==> src/hdl/li_pkg.sv <==
// Package: shared types, constants and codes for the list intersection block.
`default_nettype none

package li_pkg;

  // Store geometry
  localparam int SET_DEPTH   = 256;
  localparam int VALUE_WIDTH = 32;
  localparam int ADDR_W      = $clog2(SET_DEPTH);
  localparam int FILL_W      = $clog2(SET_DEPTH + 1);

  // Match counter
  localparam int HIT_W = 17;
  localparam logic [HIT_W-1:0] HIT_MAX = {HIT_W{1'b1}};

  // Queue between front and back
  localparam int QUEUE_DEPTH = 2;
  localparam int QPTR_W      = $clog2(QUEUE_DEPTH);
  localparam int QCNT_W      = $clog2(QUEUE_DEPTH + 1);

  // Input command codes
  localparam logic CMD_LOAD  = 1'b0;
  localparam logic CMD_PROBE = 1'b1;

  // Result kind codes
  localparam logic KIND_MATCH = 1'b0;
  localparam logic KIND_END   = 1'b1;

  typedef struct packed {
    logic                          cmd;
    logic signed [VALUE_WIDTH-1:0] item_value;
    logic                          final_element;
  } li_in_t;

  typedef struct packed {
    logic                          item_kind;
    logic signed [VALUE_WIDTH-1:0] match_value;
    logic [HIT_W-1:0]              match_count;
    logic                          overflowed;
    logic                          run_end;
  } li_out_t;

  // Operation decoded by the front end
  typedef enum logic [1:0] {
    OP_LOAD,
    OP_LOAD_NEW,
    OP_PROBE
  } li_op_t;

  typedef struct packed {
    li_op_t                 op;
    logic [VALUE_WIDTH-1:0] value;
    logic                   last;
  } li_entry_t;

  typedef enum logic [1:0] {
    BS_IDLE,
    BS_SCAN,
    BS_EMIT_MATCH,
    BS_EMIT_END
  } li_back_state_t;

endpackage

`default_nettype wire

==> src/hdl/li_front.sv <==
// Front end: accepts input items, decodes them and tracks whether the set is closed.
`default_nettype none

module li_front
  import li_pkg::*;
(
  input  wire logic      clk,
  input  wire logic      rst_n,
  input  wire logic      in_valid,
  output logic           in_ready,
  input  wire li_in_t    in_data,
  output logic           push_valid,
  input  wire logic      push_ready,
  output li_entry_t      push_entry
);

  logic      valid_r, valid_nxt;
  logic      closed_r, closed_nxt;
  li_entry_t entry_r, entry_nxt;

  // Take a new item whenever the holding register is empty or drains now
  assign in_ready   = !valid_r || push_ready;
  assign push_valid = valid_r;
  assign push_entry = entry_r;

  // Decode the command and tag loads that must start a fresh set
  always_comb begin
    valid_nxt  = valid_r && !push_ready;
    closed_nxt = closed_r;
    entry_nxt  = entry_r;
    if (in_valid && in_ready) begin
      valid_nxt       = 1'b1;
      entry_nxt.value = in_data.item_value;
      entry_nxt.last  = in_data.final_element;
      if (in_data.cmd == CMD_PROBE) begin
        entry_nxt.op = OP_PROBE;
      end else begin
        entry_nxt.op = closed_r ? OP_LOAD_NEW : OP_LOAD;
        closed_nxt   = in_data.final_element;
      end
    end
  end

  always_ff @(posedge clk) begin
    if (!rst_n) begin
      valid_r  <= 1'b0;
      closed_r <= 1'b1;
    end else begin
      valid_r  <= valid_nxt;
      closed_r <= closed_nxt;
    end
  end

  always_ff @(posedge clk) begin
    entry_r <= entry_nxt;
  end

endmodule

`default_nettype wire

==> config.mk <==
export PLATFORM = sky130hd
export DESIGN_NAME = li_front
export DESIGN_NICKNAME = d
export VERILOG_FILES = /design/src/hdl/li_pkg.sv /design/src/hdl/li_front.sv
export SDC_FILE = /design/constraint.sdc
export NUM_CORES = 1
export LEC_CHECK = 0
export BUFFER_PORTS_ARGS = -buffer_cell sky130_fd_sc_hd__clkbuf_2
export CORE_ASPECT_RATIO = 0.75
export CORE_MARGIN = 2
export CORE_UTILIZATION = 43
export DETAILED_ROUTE_END_ITERATION = 10
export GPL_TIMING_DRIVEN = 0
export PLACE_DENSITY = 0.84
export SETUP_SLACK_MARGIN = 0.3
export SLEW_MARGIN = 20
export SYNTH_ARGS = -nofsm -noshare
export SYNTH_HDL_FRONTEND = slang
export SYNTH_SLANG_ARGS = --single-unit
==> constraint.sdc <==
create_clock -name clk -period 2.9 [get_ports clk]
set_input_delay 0.435 -clock clk [delete_from_list [all_inputs] [get_ports clk]]
set_output_delay 0.435 -clock clk [all_outputs]
set_load 0.01 [all_outputs]
==> metrics.txt <==
# TYPE chip_impl_metric gauge
chip_impl_metric{name="final_hold_viol_count",unit=""} 0
chip_impl_info{name="mostFrequentLayoutCell",value="sky130_fd_sc_hd__clkbuf_2"} 1
chip_impl_info{name="most-common-layout-cells",value="sky130_fd_sc_hd__clkbuf_2 (74), sky130_fd_sc_hd__edfxtp_1 (35), sky130_fd_sc_hd__clkbuf_4 (5), sky130_fd_sc_hd__dfxtp_1 (2)"} 1
chip_impl_info{name="cts_tree",value="yes"} 1
chip_impl_metric{name="hold_path_depth",unit=""} 1
chip_impl_metric{name="area_growth",unit="%"} 40.02
chip_impl_metric{name="rows",unit=""} 16
chip_impl_metric{name="hold_buffers",unit=""} 0
chip_impl_metric{name="ys_ff_latch",unit=""} 37
chip_impl_metric{name="cts.clk_slew.worst_paths",unit="ns"} 0.10
chip_impl_metric{name="nets_finish",unit=""} 165
chip_impl_metric{name="drtAntennaViolNets",unit=""} 0
chip_impl_info{name="busiest_layer",value="met2"} 1
chip_impl_metric{name="clk_lat_worst_skew",unit="ns"} 0.33
chip_impl_metric{name="proportion_of_netlist_area_held_by_the_largest_area_contributor",unit=""} 0.9061
chip_impl_metric{name="dieWidth",unit="um"} 63.97
chip_impl_info{name="reg2reg_from",value="push_valid$_SDFF_PN0_"} 1
chip_impl_metric{name="all_layer_gr_usage",unit=""} 0.1477
chip_impl_metric{name="layout-drive-gt1-share",unit=""} 0.6614
chip_impl_metric{name="cts-htree-levels",unit=""} 2
chip_impl_info{name="worstHoldPathType",value="in -> reg"} 1
chip_impl_metric{name="initial_core_util",unit=""} 0.4491
chip_impl_metric{name="number_of_antenna_violations_at_the_first_check_in_global_routing",unit=""} 0
chip_impl_metric{name="post-route-drc-count",unit=""} 0
chip_impl_info{name="run_status",value="finished clean"} 1
chip_impl_metric{name="grt_pass1_vias",unit=""} 667
chip_impl_info{name="crit_type",value="reg -> reg"} 1
chip_impl_metric{name="boundaryPins",unit=""} 75
chip_impl_metric{name="dpl_cell_area",unit="um^2"} 1575
chip_impl_metric{name="met2_routing_resource_usage_after_global_routing",unit=""} 0.2240
chip_impl_metric{name="final_number_of_setup_violating_endpoints",unit=""} 0
chip_impl_metric{name="cts_setup_buffers",unit=""} 0
chip_impl_metric{name="final_period_minus_worst_setup_slack",unit="ns"} 1.531
chip_impl_info{name="timing.rr.end",value="push_entry[7]$_DFFE_PP_"} 1
chip_impl_metric{name="netlist_area",unit="um^2"} 1160
chip_impl_metric{name="post_cts.resized_instances",unit=""} 0
chip_impl_metric{name="route.detailed.wl_per_inst",unit="um"} 12.67
chip_impl_info{name="start_point_of_the_worst_min_delay_path",value="in_data[6]"} 1
chip_impl_metric{name="instances_no_fill",unit=""} 163
chip_impl_metric{name="multi_input_area",unit="um^2"} 61.31
chip_impl_metric{name="fin_setup_tns",unit="ns"} 0
chip_impl_metric{name="seq_area",unit="um^2"} 1091
chip_impl_metric{name="maxSlewHeadroom",unit=""} 0.5026
chip_impl_metric{name="vias_per_cell",unit=""} 4.356
chip_impl_metric{name="finalWeightedCongestion",unit=""} 0.6017
chip_impl_info{name="synth_largest_area_cell",value="sky130_fd_sc_hd__edfxtp_1"} 1
chip_impl_metric{name="yosysUniqueCellTypes",unit=""} 11
chip_impl_metric{name="firstDrtPassIters",unit=""} 4
chip_impl_metric{name="gr-total-overflow",unit=""} 0
chip_impl_metric{name="grt_use_met3",unit=""} 0.06467
chip_impl_metric{name="cap_viol_max_count",unit=""} 0
chip_impl_metric{name="tritoncts_sinks",unit=""} 37
chip_impl_metric{name="ys_seq_area_frac",unit=""} 0.9407
chip_impl_metric{name="drv_slew",unit=""} 0
chip_impl_metric{name="first_pass_grt_wire_length",unit="mm"} 3.222
chip_impl_metric{name="global_route.usage.met1",unit=""} 0.1685
chip_impl_metric{name="clock_skew",unit="ns"} 0.005443
chip_impl_metric{name="dp.final_hpwl",unit="mm"} 1.610
chip_impl_metric{name="syn-mean-instance-area",unit="um^2"} 25.21
chip_impl_metric{name="ir_drop",unit="mV"} 0.2507
chip_impl_metric{name="timing.final.crit_share",unit=""} 0.5279
chip_impl_metric{name="r2r.worst_path.cells",unit=""} 3
chip_impl_metric{name="final_standard_cell_utilization_of_the_core",unit=""} 0.6289
chip_impl_metric{name="via_count",unit=""} 710
chip_impl_metric{name="leakage",unit="nW"} 0.7119
chip_impl_metric{name="port_buffers",unit=""} 74
chip_impl_info{name="biggest_area_contributors_in_the_synthesized_netlist",value="sky130_fd_sc_hd__edfxtp_1 (91%), sky130_fd_sc_hd__dfxtp_1 (3.5%), sky130_fd_sc_hd__nor4b_2 (1.3%), sky130_fd_sc_hd__nor2b_4 (1.2%), sky130_fd_sc_hd__and2_2 (0.65%)"} 1
chip_impl_metric{name="fp.dieArea",unit="um^2"} 3133
chip_impl_info{name="rsz0062_at_grt",value="false"} 1
chip_impl_info{name="type_of_element_capturing_the_critical_path",value="flop"} 1
chip_impl_metric{name="fp.dieH",unit="um"} 48.98
chip_impl_metric{name="numCtsBuffers",unit=""} 5
chip_impl_metric{name="worst_slew_pin_slew",unit="ns"} 0.7460
chip_impl_metric{name="cts_buffer_depth",unit=""} 2
chip_impl_metric{name="fmax",unit="MHz"} 653.2
chip_impl_metric{name="setup.reg_to_reg.worst_slack",unit="ns"} 1.37
chip_impl_info{name="hold_path_end",value="push_entry[6]$_DFFE_PP_"} 1
chip_impl_metric{name="fillerInstances",unit=""} 191
chip_impl_metric{name="wl",unit="mm"} 2.065
chip_impl_info{name="ctsRootBufferMaster",value="sky130_fd_sc_hd__clkbuf_4"} 1
chip_impl_metric{name="crit_arrival",unit="ns"} 1.50
chip_impl_info{name="crit_path_start_kind",value="flop"} 1
chip_impl_metric{name="detail_route.iter0.violations",unit=""} 26
chip_impl_metric{name="ant_cells",unit=""} 0
chip_impl_metric{name="ys.warnings.count",unit=""} 0
chip_impl_metric{name="syn-instance-count",unit=""} 46
chip_impl_metric{name="total_nets_after_synthesis",unit=""} 84
chip_impl_metric{name="power.density",unit="nW/um^2"} 588.4
chip_impl_metric{name="grt_start_max_net_pins",unit=""} 36
chip_impl_metric{name="dp_cells",unit=""} 156
chip_impl_metric{name="crit_fanout",unit=""} 35
chip_impl_metric{name="postLayoutCellArea",unit="um^2"} 1624
chip_impl_metric{name="critPathRequiredTime",unit="ns"} 2.87
chip_impl_metric{name="placeableCoreArea",unit="um^2"} 2582
==> sequential cells by signal, summed over array words and instances (netlist names) <==
register	count
push_valid	1
push_entry	35
closed_r	1
==> worst max path at each step <==
stage                           from                  endpoint  slack [ns]  depth (start not counted)
2_1_floorplan             push_ready   push_entry[0]$_DFFE_PP_        1.45                          3
3_3_place_gp              push_ready   push_entry[2]$_DFFE_PP_        1.25                          4
3_5_place_dp              push_ready  push_entry[26]$_DFFE_PP_        1.21                          4
4_1_cts        push_valid$_SDFF_PN0_   push_entry[7]$_DFFE_PP_        1.35                          3
5_1_grt        push_valid$_SDFF_PN0_   push_entry[7]$_DFFE_PP_        1.25                          3
6_report       push_valid$_SDFF_PN0_   push_entry[7]$_DFFE_PP_        1.37                          3
==> power breakdown <==
part,total (mW),switching (mW),leakage (nW),internal [mW]
Combinational,0.0868,0.0469,0.332,0.0399
Sequential,0.629,0.00784,0.355,0.621
Clock,0.240,0.153,0.0247,0.0870
==> synthesized netlist by cell type <==
master / instances
sky130_fd_sc_hd__nor2b_4: 1
sky130_fd_sc_hd__inv_1: 1
sky130_fd_sc_hd__nor2b_1: 1
sky130_fd_sc_hd__and2_2: 1
sky130_fd_sc_hd__inv_2: 1
sky130_fd_sc_hd__o21a_1: 1
sky130_fd_sc_hd__o21ai_1: 1
sky130_fd_sc_hd__dfxtp_1: 2
sky130_fd_sc_hd__a31oi_1: 1
sky130_fd_sc_hd__nor4b_2: 1
sky130_fd_sc_hd__edfxtp_1: 35
==> worst max-delay path, cell delays in order (launching register included) <==
cell and delay (ns):
sky130_fd_sc_hd__dfxtp_1 0.33, sky130_fd_sc_hd__nor2b_4 0.14, sky130_fd_sc_hd__inv_2 0.06, sky130_fd_sc_hd__and2_2 0.64
==> cells by family (layout without fill, tap and decap cells) <==
family	Yosys count	count (layout)	synth area share
AOI/OAI and AO/OA	3	3	0.01618
buffers and inverters	2	83	0.006466
DFF	37	37	0.9407
and+or+nand+nor	4	4	0.03668
==> through the flow <==
stage	setup slack (ns)	hold slack (ns)	power (mW)
6_report	1.369	0.2691	0.9556
5_1_grt	1.248	0.2460	0.9980
4_1_cts	1.352	0.2591	0.9641
3_5_place_dp	1.209	0.4801	0.7299
3_3_place_gp	1.248	0.4761	0.7261
2_1_floorplan	1.452	0.4581	0.6726
==> layer usage <==
metal | part of all wire | vias to the layer above
met5 | 0 | -
met4 | 0.022 | 0
met3 | 0.11 | 6
met2 | 0.46 | 51
met1 | 0.40 | 313
li1 | - | 340
==> final cells by class <==
type / instances / share of cell area
Clock inverter: 2 / 0.006934
Tap cell: 36 / 0.02773
Clock buffer: 5 / 0.02311
Inverter: 2 / 0.004622
Sequential cell: 37 / 0.6718
Multi-Input combinational cell: 7 / 0.03775
Timing Repair Buffer: 74 / 0.2280
(Power assumes the default switching activity.)
