$ cat src/hdl/li_pkg.sv
// Package: shared types, constants and codes for the list intersection block.
`default_nettype none

package li_pkg;

  // Store geometry
  localparam int SET_DEPTH   = 256;
  localparam int VALUE_WIDTH = 32;
  localparam int ADDR_W      = $clog2(SET_DEPTH);
  localparam int FILL_W      = $clog2(SET_DEPTH + 1);

  // Match counter
  localparam int HIT_W = 17;
  localparam logic [HIT_W-1:0] HIT_MAX = {HIT_W{1'b1}};

  // Queue between front and back
  localparam int QUEUE_DEPTH = 2;
  localparam int QPTR_W      = $clog2(QUEUE_DEPTH);
  localparam int QCNT_W      = $clog2(QUEUE_DEPTH + 1);

  // Input command codes
  localparam logic CMD_LOAD  = 1'b0;
  localparam logic CMD_PROBE = 1'b1;

  // Result kind codes
  localparam logic KIND_MATCH = 1'b0;
  localparam logic KIND_END   = 1'b1;

  typedef struct packed {
    logic                          cmd;
    logic signed [VALUE_WIDTH-1:0] item_value;
    logic                          final_element;
  } li_in_t;

  typedef struct packed {
    logic                          item_kind;
    logic signed [VALUE_WIDTH-1:0] match_value;
    logic [HIT_W-1:0]              match_count;
    logic                          overflowed;
    logic                          run_end;
  } li_out_t;

  // Operation decoded by the front end
  typedef enum logic [1:0] {
    OP_LOAD,
    OP_LOAD_NEW,
    OP_PROBE
  } li_op_t;

  typedef struct packed {
    li_op_t                 op;
    logic [VALUE_WIDTH-1:0] value;
    logic                   last;
  } li_entry_t;

  typedef enum logic [1:0] {
    BS_IDLE,
    BS_SCAN,
    BS_EMIT_MATCH,
    BS_EMIT_END
  } li_back_state_t;

endpackage

`default_nettype wire

$ cat src/hdl/li_queue.sv
// Short queue of decoded operations between front end and back end.
`default_nettype none

module li_queue
  import li_pkg::*;
(
  input  wire logic      clk,
  input  wire logic      rst_n,
  input  wire logic      push_valid,
  output logic           push_ready,
  input  wire li_entry_t push_entry,
  output logic           pop_valid,
  input  wire logic      pop_ready,
  output li_entry_t      pop_entry
);

  li_entry_t         slots_r [QUEUE_DEPTH];
  logic [QPTR_W-1:0] wr_ptr_r, wr_ptr_nxt;
  logic [QPTR_W-1:0] rd_ptr_r, rd_ptr_nxt;
  logic [QCNT_W-1:0] count_r, count_nxt;
  logic              do_push, do_pop;

  assign push_ready = (count_r != QCNT_W'(QUEUE_DEPTH));
  assign pop_valid  = (count_r != '0);
  assign pop_entry  = slots_r[rd_ptr_r];
  assign do_push    = push_valid && push_ready;
  assign do_pop     = pop_valid && pop_ready;

  // Advance pointers with wrap and track occupancy
  always_comb begin
    wr_ptr_nxt = wr_ptr_r;
    rd_ptr_nxt = rd_ptr_r;
    count_nxt  = count_r;
    if (do_push) begin
      wr_ptr_nxt = (wr_ptr_r == QPTR_W'(QUEUE_DEPTH - 1)) ? '0 : wr_ptr_r + 1'b1;
    end
    if (do_pop) begin
      rd_ptr_nxt = (rd_ptr_r == QPTR_W'(QUEUE_DEPTH - 1)) ? '0 : rd_ptr_r + 1'b1;
    end
    if (do_push && !do_pop) begin
      count_nxt = count_r + 1'b1;
    end else if (do_pop && !do_push) begin
      count_nxt = count_r - 1'b1;
    end
  end

  always_ff @(posedge clk) begin
    if (!rst_n) begin
      wr_ptr_r <= '0;
      rd_ptr_r <= '0;
      count_r  <= '0;
    end else begin
      wr_ptr_r <= wr_ptr_nxt;
      rd_ptr_r <= rd_ptr_nxt;
      count_r  <= count_nxt;
    end
  end

  // Store pushed entries
  always_ff @(posedge clk) begin
    if (do_push) begin
      slots_r[wr_ptr_r] <= push_entry;
    end
  end

endmodule

`default_nettype wire

$ cat config.mk
export PLATFORM = sky130hd
export DESIGN_NAME = li_queue
export DESIGN_NICKNAME = d
export VERILOG_FILES = /design/src/hdl/li_pkg.sv /design/src/hdl/li_queue.sv
export SDC_FILE = /design/constraint.sdc
export NUM_CORES = 1
export LEC_CHECK = 0
export BUFFER_PORTS_ARGS = -buffer_cell sky130_fd_sc_hd__buf_2
export CAP_MARGIN = 0
export CORE_MARGIN = 8
export CORE_UTILIZATION = 51
export DETAILED_ROUTE_END_ITERATION = 6
export GPL_ROUTABILITY_DRIVEN = 0
export HOLD_SLACK_MARGIN = 0.03
export PLACE_DENSITY = 0.89
export SYNTH_ARGS = -nofsm -noshare
export SYNTH_HDL_FRONTEND = slang
export SYNTH_SLANG_ARGS = --single-unit
$ cat constraint.sdc
create_clock -name clk -period 2.45 [get_ports clk]
set_input_delay 0.245 -clock clk [delete_from_list [all_inputs] [get_ports clk]]
set_output_delay 0.245 -clock clk [all_outputs]
set_load 0.03 [all_outputs]
==> impl_metrics.ini, run 1 <==
[status]
status = complete, no violations

[synthesis]
synthSimpleGateAreaFrac = 0.0236
synthCells = 133
synth_top_area_cell = edfxtp_1
yosys_warnings = 0
yosysSeqAreaShare = 0.798
postSynthAreaPerCell_um2 = 20.7
synth_edf_count = 70
netlist_area_um2 = 2760
synth_mux_area_frac = 0.143
yosys-top-cells-area = edfxtp_1, mux2_2, dfxtp_1, and2_1, buf_2
synth_xor_area_frac = 0.00952
synth_top_family_by_area = multiplexers
synthFlopType = edfxtp_1
synth_top_area_share = 0.762
ys_types = 19
syn_nets = 173
ys_async_sr_fraction = 0
synth-compound-area-share = 0.0127
yosys.area_share.adder = 0.00454
ys_seq_elements = 75

[die]
die_area_um2 = 8020
fp.dieW_um = 89.6
start_util = 0.533
ioPinCount = 76
fp.dieH_um = 89.6
core-area_um2 = 5170
fp-row-count = 26

[layout]
final_area_um2 = 3450
layout_commonest_cell = buf_2
fin_nets = 258
antenna_cells = 0
layoutNonFillerInstCount = 293
drive_above_1_share = 0.578
fill_cells = 357
syn_to_final_growth_pct = 25.2
seq_area_um2 = 2200
multi_input_area_um2 = 533
utilization = 0.668
layout_common_cells = buf_2, edfxtp_1, mux2_2, clkbuf_8, dfxtp_1

[clock_tree]
clk_pin_slew_ns = 0.07
htree_levels = 3
cts.root.buffer_cell = clkbuf_8
cts_tree = built
cts_buffers = 9
clock_latency_ns = 0.33
post_cts_buffers = 0
cts_hold_buf = 0
cts-resized-gates = 0
clock_path_buffers = 2
cts_sinks = 75

[min_path]
worstHoldPathType = in -> reg
holdCritStartpoint = push_entry[2]
whs_path_depth = 1

[setup_path]
cp-endpoint = pop_entry[20]
regToRegStartpoint = count_r[0]
crit_type = reg -> out
reg2reg_slack_ns = 0.90
path_buf_inv = 2
crit_family = buffers and inverters
end_kind = primary output
critPathLaunchType = register
path_depth = 3
critical_path.max_fanout = 35
slowest_delay_ns = 0.40
cp_slowest_cell = mux2_2
r2r-end = count_r[1]
required_ns = 2.20
r2r_cells = 5
cp_cell_sequence = buf_4 -> mux2_2 -> buf_2
cp.arrival_ns = 1.62

[global_route]
grt_antenna_before_repair = 0
grt_pass1_vias = 1489
grtUsageTotal = 0.130
grt_pass1_wl_mm = 7.41
overflow = 0
grt_max_degree = 36

[timing]
setup_viol = 0
maxSlewViolCount = 0
fmax_ghz = 0.537
relSlewSlack = 0.681
final-hold-violation-count = 0
finalCritPeriodShare = 0.760
finalCriticalPeriod_ns = 1.86
skew_ns = 0.00420
rsz0062_at_grt = no
setup-tns-final_ns = 0
tightest_slew_ns = 0.479

[detailed_routing]
wire_per_inst_um = 17.2
vias_per_cell = 4.95
drc_errors = 0
vias = 1449
drtIter0Drc = 100
dr.pass1.iters = 4
wl_mm = 5.04
ant_nets = 0

[place]
portBuffers = 75
place_area_um2 = 3220
dp.cells = 277
dp_hpwl_mm = 3.44

[power_and_ir_drop]
irDropWorstVdd_v = 0.000882
power.density_nw_per_um2 = 1130
leakage_uw = 0.00131

[flow_run]
max_cap_viol_count = 0
[Yosys cell counts, drive strengths merged (2+ instances only)]
master	count
edfxtp	70
mux2	35
o21ai	2
xnor2	2
and2	4
buf	4
a21boi	2
dfxtp	5
[logic make-up (layout without fill, tap and decap cells)]
kind of cell,after synthesis,after routing
compound gates,5,5
xor+xnor,3,3
fa+ha+maj,1,1
buf+inv,5,95
flops,75,75
mux,35,35
simple gates,9,9
[state kept, by name, summed over array words and instances, names as in the netlist, named ones only]
register	flops
slots_r	70
count_r	2
rd_ptr_r	1
wr_ptr_r	1
[layout make-up]
| cell class | instances | area share |
|---|---|---|
| flip-flops and latches | 75 | 0.637 |
| multi-input cells | 53 | 0.154 |
| repair buffers | 78 | 0.115 |
| clock buffers | 9 | 0.0359 |
| clock inverters | 7 | 0.0308 |
| well taps | 70 | 0.0254 |
| inverters | 1 | 0.00109 |
[where the power goes]
group	total (µW)	switching, µW	internal, µW
clock network	1070	408	664
logic	1190	759	429
registers	1660	55.2	1600
total	3920	1220	2700
[per-stage QoR]
stage          setup WS (ns)  total power (µW)  hold slack (ns)
6_report               0.589              3920           0.0991
5_1_grt                0.488              4080           0.0780
4_1_cts                0.560              3960           0.0794
3_5_place_dp           0.906              2890            0.438
3_3_place_gp           0.920              2860            0.433
2_1_floorplan          0.524              2560            0.344
[worst min-delay path by stage]
stage | end | slack, ns
after floorplan | slots_r[0][0] | 0.34
after global placement | slots_r[0][17] | 0.43
after detailed placement | slots_r[1][2] | 0.44
after CTS | slots_r[0][2] | 0.08
after global routing | slots_r[1][2] | 0.08
final | slots_r[1][2] | 0.1
[per-layer routing]
| layer | wire length (µm) | share of wire | global-route usage | vias to the layer above |
|---|---|---|---|---|
| met1 | 1860 | 0.37 | 0.145 | 701 |
| met5 | 0 | 0 | 0 | - |
| met2 | 2680 | 0.53 | 0.216 | 47 |
| met4 | 133 | 0.026 | 0.0801 | 0 |
| met3 | 354 | 0.070 | 0.0386 | 15 |
| li1 | - | - | - | 686 |
(Power assumes the default switching activity.)
==> run 2, diff against run 1 <==
- CORE_UTILIZATION: 51 -> 46
- PLACE_DENSITY: 0.89 -> 0.85
- clock period: 2.45 -> 1.55 ns (I/O delays scaled with it)
==> impl_metrics.ini, run 2 (synthesis results as in run 1) <==
[status]
status = complete, no violations

[layout]
fill_cells = 379
regMostFlops = slots_r
drive_above_1_share = 0.525
layout_common_cells = edfxtp_1, buf_2, dlygate4sd3_1, buf_6, mux2_4
multi_input_area_um2 = 624
seq_area_um2 = 2210
largest_register_ffs = 70
layout_commonest_cell = edfxtp_1
syn_to_final_growth_pct = 50.6
fin_nets = 295
reg_top3 = slots_r x70, count_r x2

[timing]
finalCritPeriodShare = 0.999
rsz0062_at_grt = yes
setup-tns-final_ns = 0
skew_ns = 0.00944
final-hold-violation-count = 0
finalCriticalPeriod_ns = 1.55
maxSlewViolCount = 0
tightest_slew_ns = 0.232
setup_viol = 0
fmax_ghz = 0.646
relSlewSlack = 0.844

[die]
die_area_um2 = 8730
core-area_um2 = 5850
fp.dieW_um = 93.4
fp-row-count = 28
start_util = 0.472
fp.dieH_um = 93.4
ioPinCount = 76

[detailed_routing]
drtIter0Drc = 92
ant_nets = 0
wire_per_inst_um = 18.1
vias = 1614
drc_errors = 0
wl_mm = 6.05
dr.pass1.iters = 4
vias_per_cell = 4.82

[clock_tree]
clock_path_buffers = 2
cts_sinks = 75
clock_latency_ns = 0.33
post_cts_buffers = 0
cts.root.buffer_cell = clkbuf_8
cts_buffers = 9
htree_levels = 3
clk_pin_slew_ns = 0.07
cts_tree = built

[setup_path]
critical_path.max_fanout = 18
r2r_cells = 5
required_ns = 1.39
cp_cell_sequence = buf_12 -> mux2_2 -> buf_6
path_depth = 3
cp_slowest_cell = dfxtp_4
critPathLaunchType = register
path_buf_inv = 2
cp.arrival_ns = 1.39
slowest_delay_ns = 0.39
crit_family = flip-flops
crit_type = reg -> out
end_kind = primary output

[flow_run]
max_cap_viol_count = 0

[power_and_ir_drop]
internal_power_uw = 4570
irDropWorstVdd_v = 0.00117
leakage_uw = 0.00161
switching_share = 0.317
netSwitchingPower_uw = 2120
totalPowerFinal_uw = 6690
power.density_nw_per_um2 = 1610
p_comb_frac = 0.398
pwr-share-clk = 0.204
p_seq_frac = 0.397

[min_path]
whs_path_depth = 2
worstHoldPathType = in -> reg

[place]
dp_hpwl_mm = 3.43
portBuffers = 75

[global_route]
grt_antenna_before_repair = 0
overflow = 0
grtUsageTotal = 0.141
grt_max_degree = 36
grt_pass1_wl_mm = 9.22
grt_pass1_vias = 1794
-- run 2: changes by cell type in the layout (fill, tap and decap cells not counted), moves of 2 or more --
cell and delta:
buf_12 +3, buf_2 -35, buf_6 +34, bufinv_16 -2, clkinvlp_4 +3, dfxtp_1 -3
dfxtp_2 +2, dlygate4sd3_1 +35, mux2_2 -24, mux2_4 +24
-- run 2: worst paths after layout --
path / slack [ns] / end / from
min reg2reg: 0.53 / count_r[1] / count_r[1]
max reg2reg: 0.04 / count_r[1] / count_r[0]
min: 0.09 / count_r[0] / rst_n
max: 0.001 / pop_entry[18] / register
-- run 2: per-layer routing --
metal	global-route usage	vias to the layer above	routed length, µm
li1	-	761	-
met1	0.143	791	2170
met2	0.263	50	3450
met3	0.0361	12	298
met4	0.0671	0	128
met5	0	-	0
-- run 2: layout make-up --
cell class | instances | area share
well taps | 75 | 0.0226
multi-input cells | 53 | 0.150
repair buffers | 115 | 0.249
clock inverters | 6 | 0.0139
flip-flops and latches | 75 | 0.532
diodes | 1 | 0.000602
clock buffers | 9 | 0.0298
inverters | 1 | 0.00181
-- run 2: power groups by stage --
stage	Sequential, µW	Combinational [µW]	Clock (µW)
2_1_floorplan	2640	1410	0
3_3_place_gp	2650	1960	0
3_5_place_dp	2670	1980	0
4_1_cts	2650	2500	1400
5_1_grt	2690	2810	1480
6_report	2660	2670	1370
-- run 2: through the flow --
step,hold WS (ns),utilization,std cells,instance area (µm²),worst slack (ns)
detailed placement,0.347,0.561,283,3280,0.00627
global placement,0.342,0.561,283,3280,0.0927
floorplan,0.254,-,133,2770,-0.0182
finish,0.0858,0.710,335,4150,0.00133
CTS,0.0722,0.692,334,4050,-0.0409
global route,0.0891,0.710,334,4150,-0.0589
-- run 2: what timing repair did --
action                                  in CTS  in global routing
pin swaps                                    0                  1
gates resized for setup                     70                 27
hold buffers                                35                  0
hold endpoints to repair                    70                  0
endpoints found under the setup margin      36                 36
gates cloned                                 1                  0
==> run 3, diff against run 2 <==
==> constraint.sdc (replaced) <==
create_clock -name clk -period 1.55 [get_ports clk]
set_input_delay 0.31 -clock clk [delete_from_list [all_inputs] [get_ports clk]]
set_output_delay 0.31 -clock clk [all_outputs]
set_load 0.03 [all_outputs]
==> impl_metrics.ini, run 3 (synthesis results as in run 1) <==
[status]
status = finished, violations left
violations = negative setup slack

[detailed_routing]
wire_per_inst_um = 19.1
vias = 1473
dr.pass1.iters = 4
ant_nets = 0
drc_errors = 0
vias_per_cell = 4.85
wl_mm = 5.81
drtIter0Drc = 37

[layout]
layout_common_cells = edfxtp_1, buf_2, buf_6, mux2_4
utilization = 0.679
syn_to_final_growth_pct = 43.9
reg_top3 = slots_r x70, count_r x2
fill_cells = 389
fin_nets = 264
antenna_cells = 0
layoutNonFillerInstCount = 304
regMostFlops = slots_r
largest_register_ffs = 70
layout_commonest_cell = edfxtp_1
drive_above_1_share = 0.633

[global_route]
grtUsageTotal = 0.132
grt_antenna_before_repair = 0
grt_pass1_vias = 1649
overflow = 0
grt_max_degree = 36
grt_pass1_wl_mm = 8.51

[timing]
setup_ws_ns = -0.209
finalCriticalPeriod_ns = 1.76
relSlewSlack = 0.863
final-hold-violation-count = 0
fmax_ghz = 0.568
holdWs_ns = 0.152
maxSlewViolCount = 0
tightest_slew_ns = 0.205
setup_viol = 35
finalCritPeriodShare = 1.13
rsz0062_at_grt = yes
skew_ns = 0.0112

[power_and_ir_drop]
power.density_nw_per_um2 = 1850
leakage_uw = 0.00154
irDropWorstVdd_v = 0.000959

[setup_path]
required_ns = 1.24
path_buf_inv = 2
critPathLaunchType = register
critical_path.max_fanout = 9
cp_cell_sequence = clkbuf_16 -> mux2_2 -> buf_6
regToRegStartpoint = count_r[0]
cp.arrival_ns = 1.45
cp_slowest_cell = dfxtp_4
crit_family = flip-flops
crit_type = reg -> out
end_kind = primary output
slowest_delay_ns = 0.43

[min_path]
holdCritStartpoint = push_entry[15]
worstHoldPathType = in -> reg

[clock_tree]
htree_levels = 3
clk_pin_slew_ns = 0.08
cts_tree = built
cts.root.buffer_cell = clkbuf_8
clock_path_buffers = 2
cts_hold_buf = 0
cts_buffers = 9
cts_sinks = 75
clock_latency_ns = 0.34

[die]
die_area_um2 = 8730
start_util = 0.472
ioPinCount = 76
fp-row-count = 28
core-area_um2 = 5850
fp.dieW_um = 93.4
fp.dieH_um = 93.4

[place]
dp.cells = 283
dp_hpwl_mm = 3.49
portBuffers = 75
post-place-ws_ns = -0.000241

[flow_run]
max_cap_viol_count = 0
run 3: final timing paths:
path | end | slack (ns) | cells past startpoint
worst max-delay path | pop_entry[33] | -0.21 | 3
worst min-delay path | slots_r[1][15] | 0.15 | 1
worst max register to register | count_r[1] | 0.06 | 6
worst min register to register | count_r[1] | 0.53 | 2
run 3: through the flow:
stage                     setup TNS (ns)  area [µm²]  power, µW
after floorplan                   -0.639        2770       4060
after global placement                 0        3280       4610
final                              -5.83        3970       7340
after detailed placement       -0.000241        3280       4660
after global routing               -7.70        3970       7620
after CTS                          -6.48        3850       7150
run 3: area by class of cell:
cell class / instances / area [µm²] / share of cell area
Clock buffer: 9 / 124 / 0.0312
Clock inverter: 7 / 140 / 0.0353
Inverter: 1 / 7.51 / 0.00189
Multi-Input combinational cell: 53 / 641 / 0.161
Sequential cell: 75 / 2210 / 0.557
Tap cell: 75 / 93.8 / 0.0236
Timing Repair Buffer: 84 / 754 / 0.190
run 3: where the power goes:
group	switching [µW]	leakage (µW)	total (µW)	internal, µW
Combinational	1380	0.000719	2760	1370
Sequential	124	0.000697	2670	2550
Clock	684	0.000127	1910	1230
run 3: worst register-to-register path: stages (launching register included):
cell and delay [ns]:
dfxtp_4 0.35, nand2b_4 0.14, and2_4 0.15, ha_2 0.18, xor2_1 0.15, or3_1 0.31, a21boi_1 0.15
run 3: timing repair:
action                                  4_1_cts  5_1_grt
pin swaps                                     1        1
cloned                                        1        2
endpoints found under the setup margin       36       36
resized for setup                            88       16
setup buffers                                 0        2
run 3: metal layers:
metal | GRT usage | up-vias | part of all wire
met5 | 0 | - | 0
met2 | 0.243 | 46 | 0.58
met3 | 0.0521 | 9 | 0.053
met1 | 0.128 | 716 | 0.34
met4 | 0.0564 | 0 | 0.020
li1 | - | 702 | -
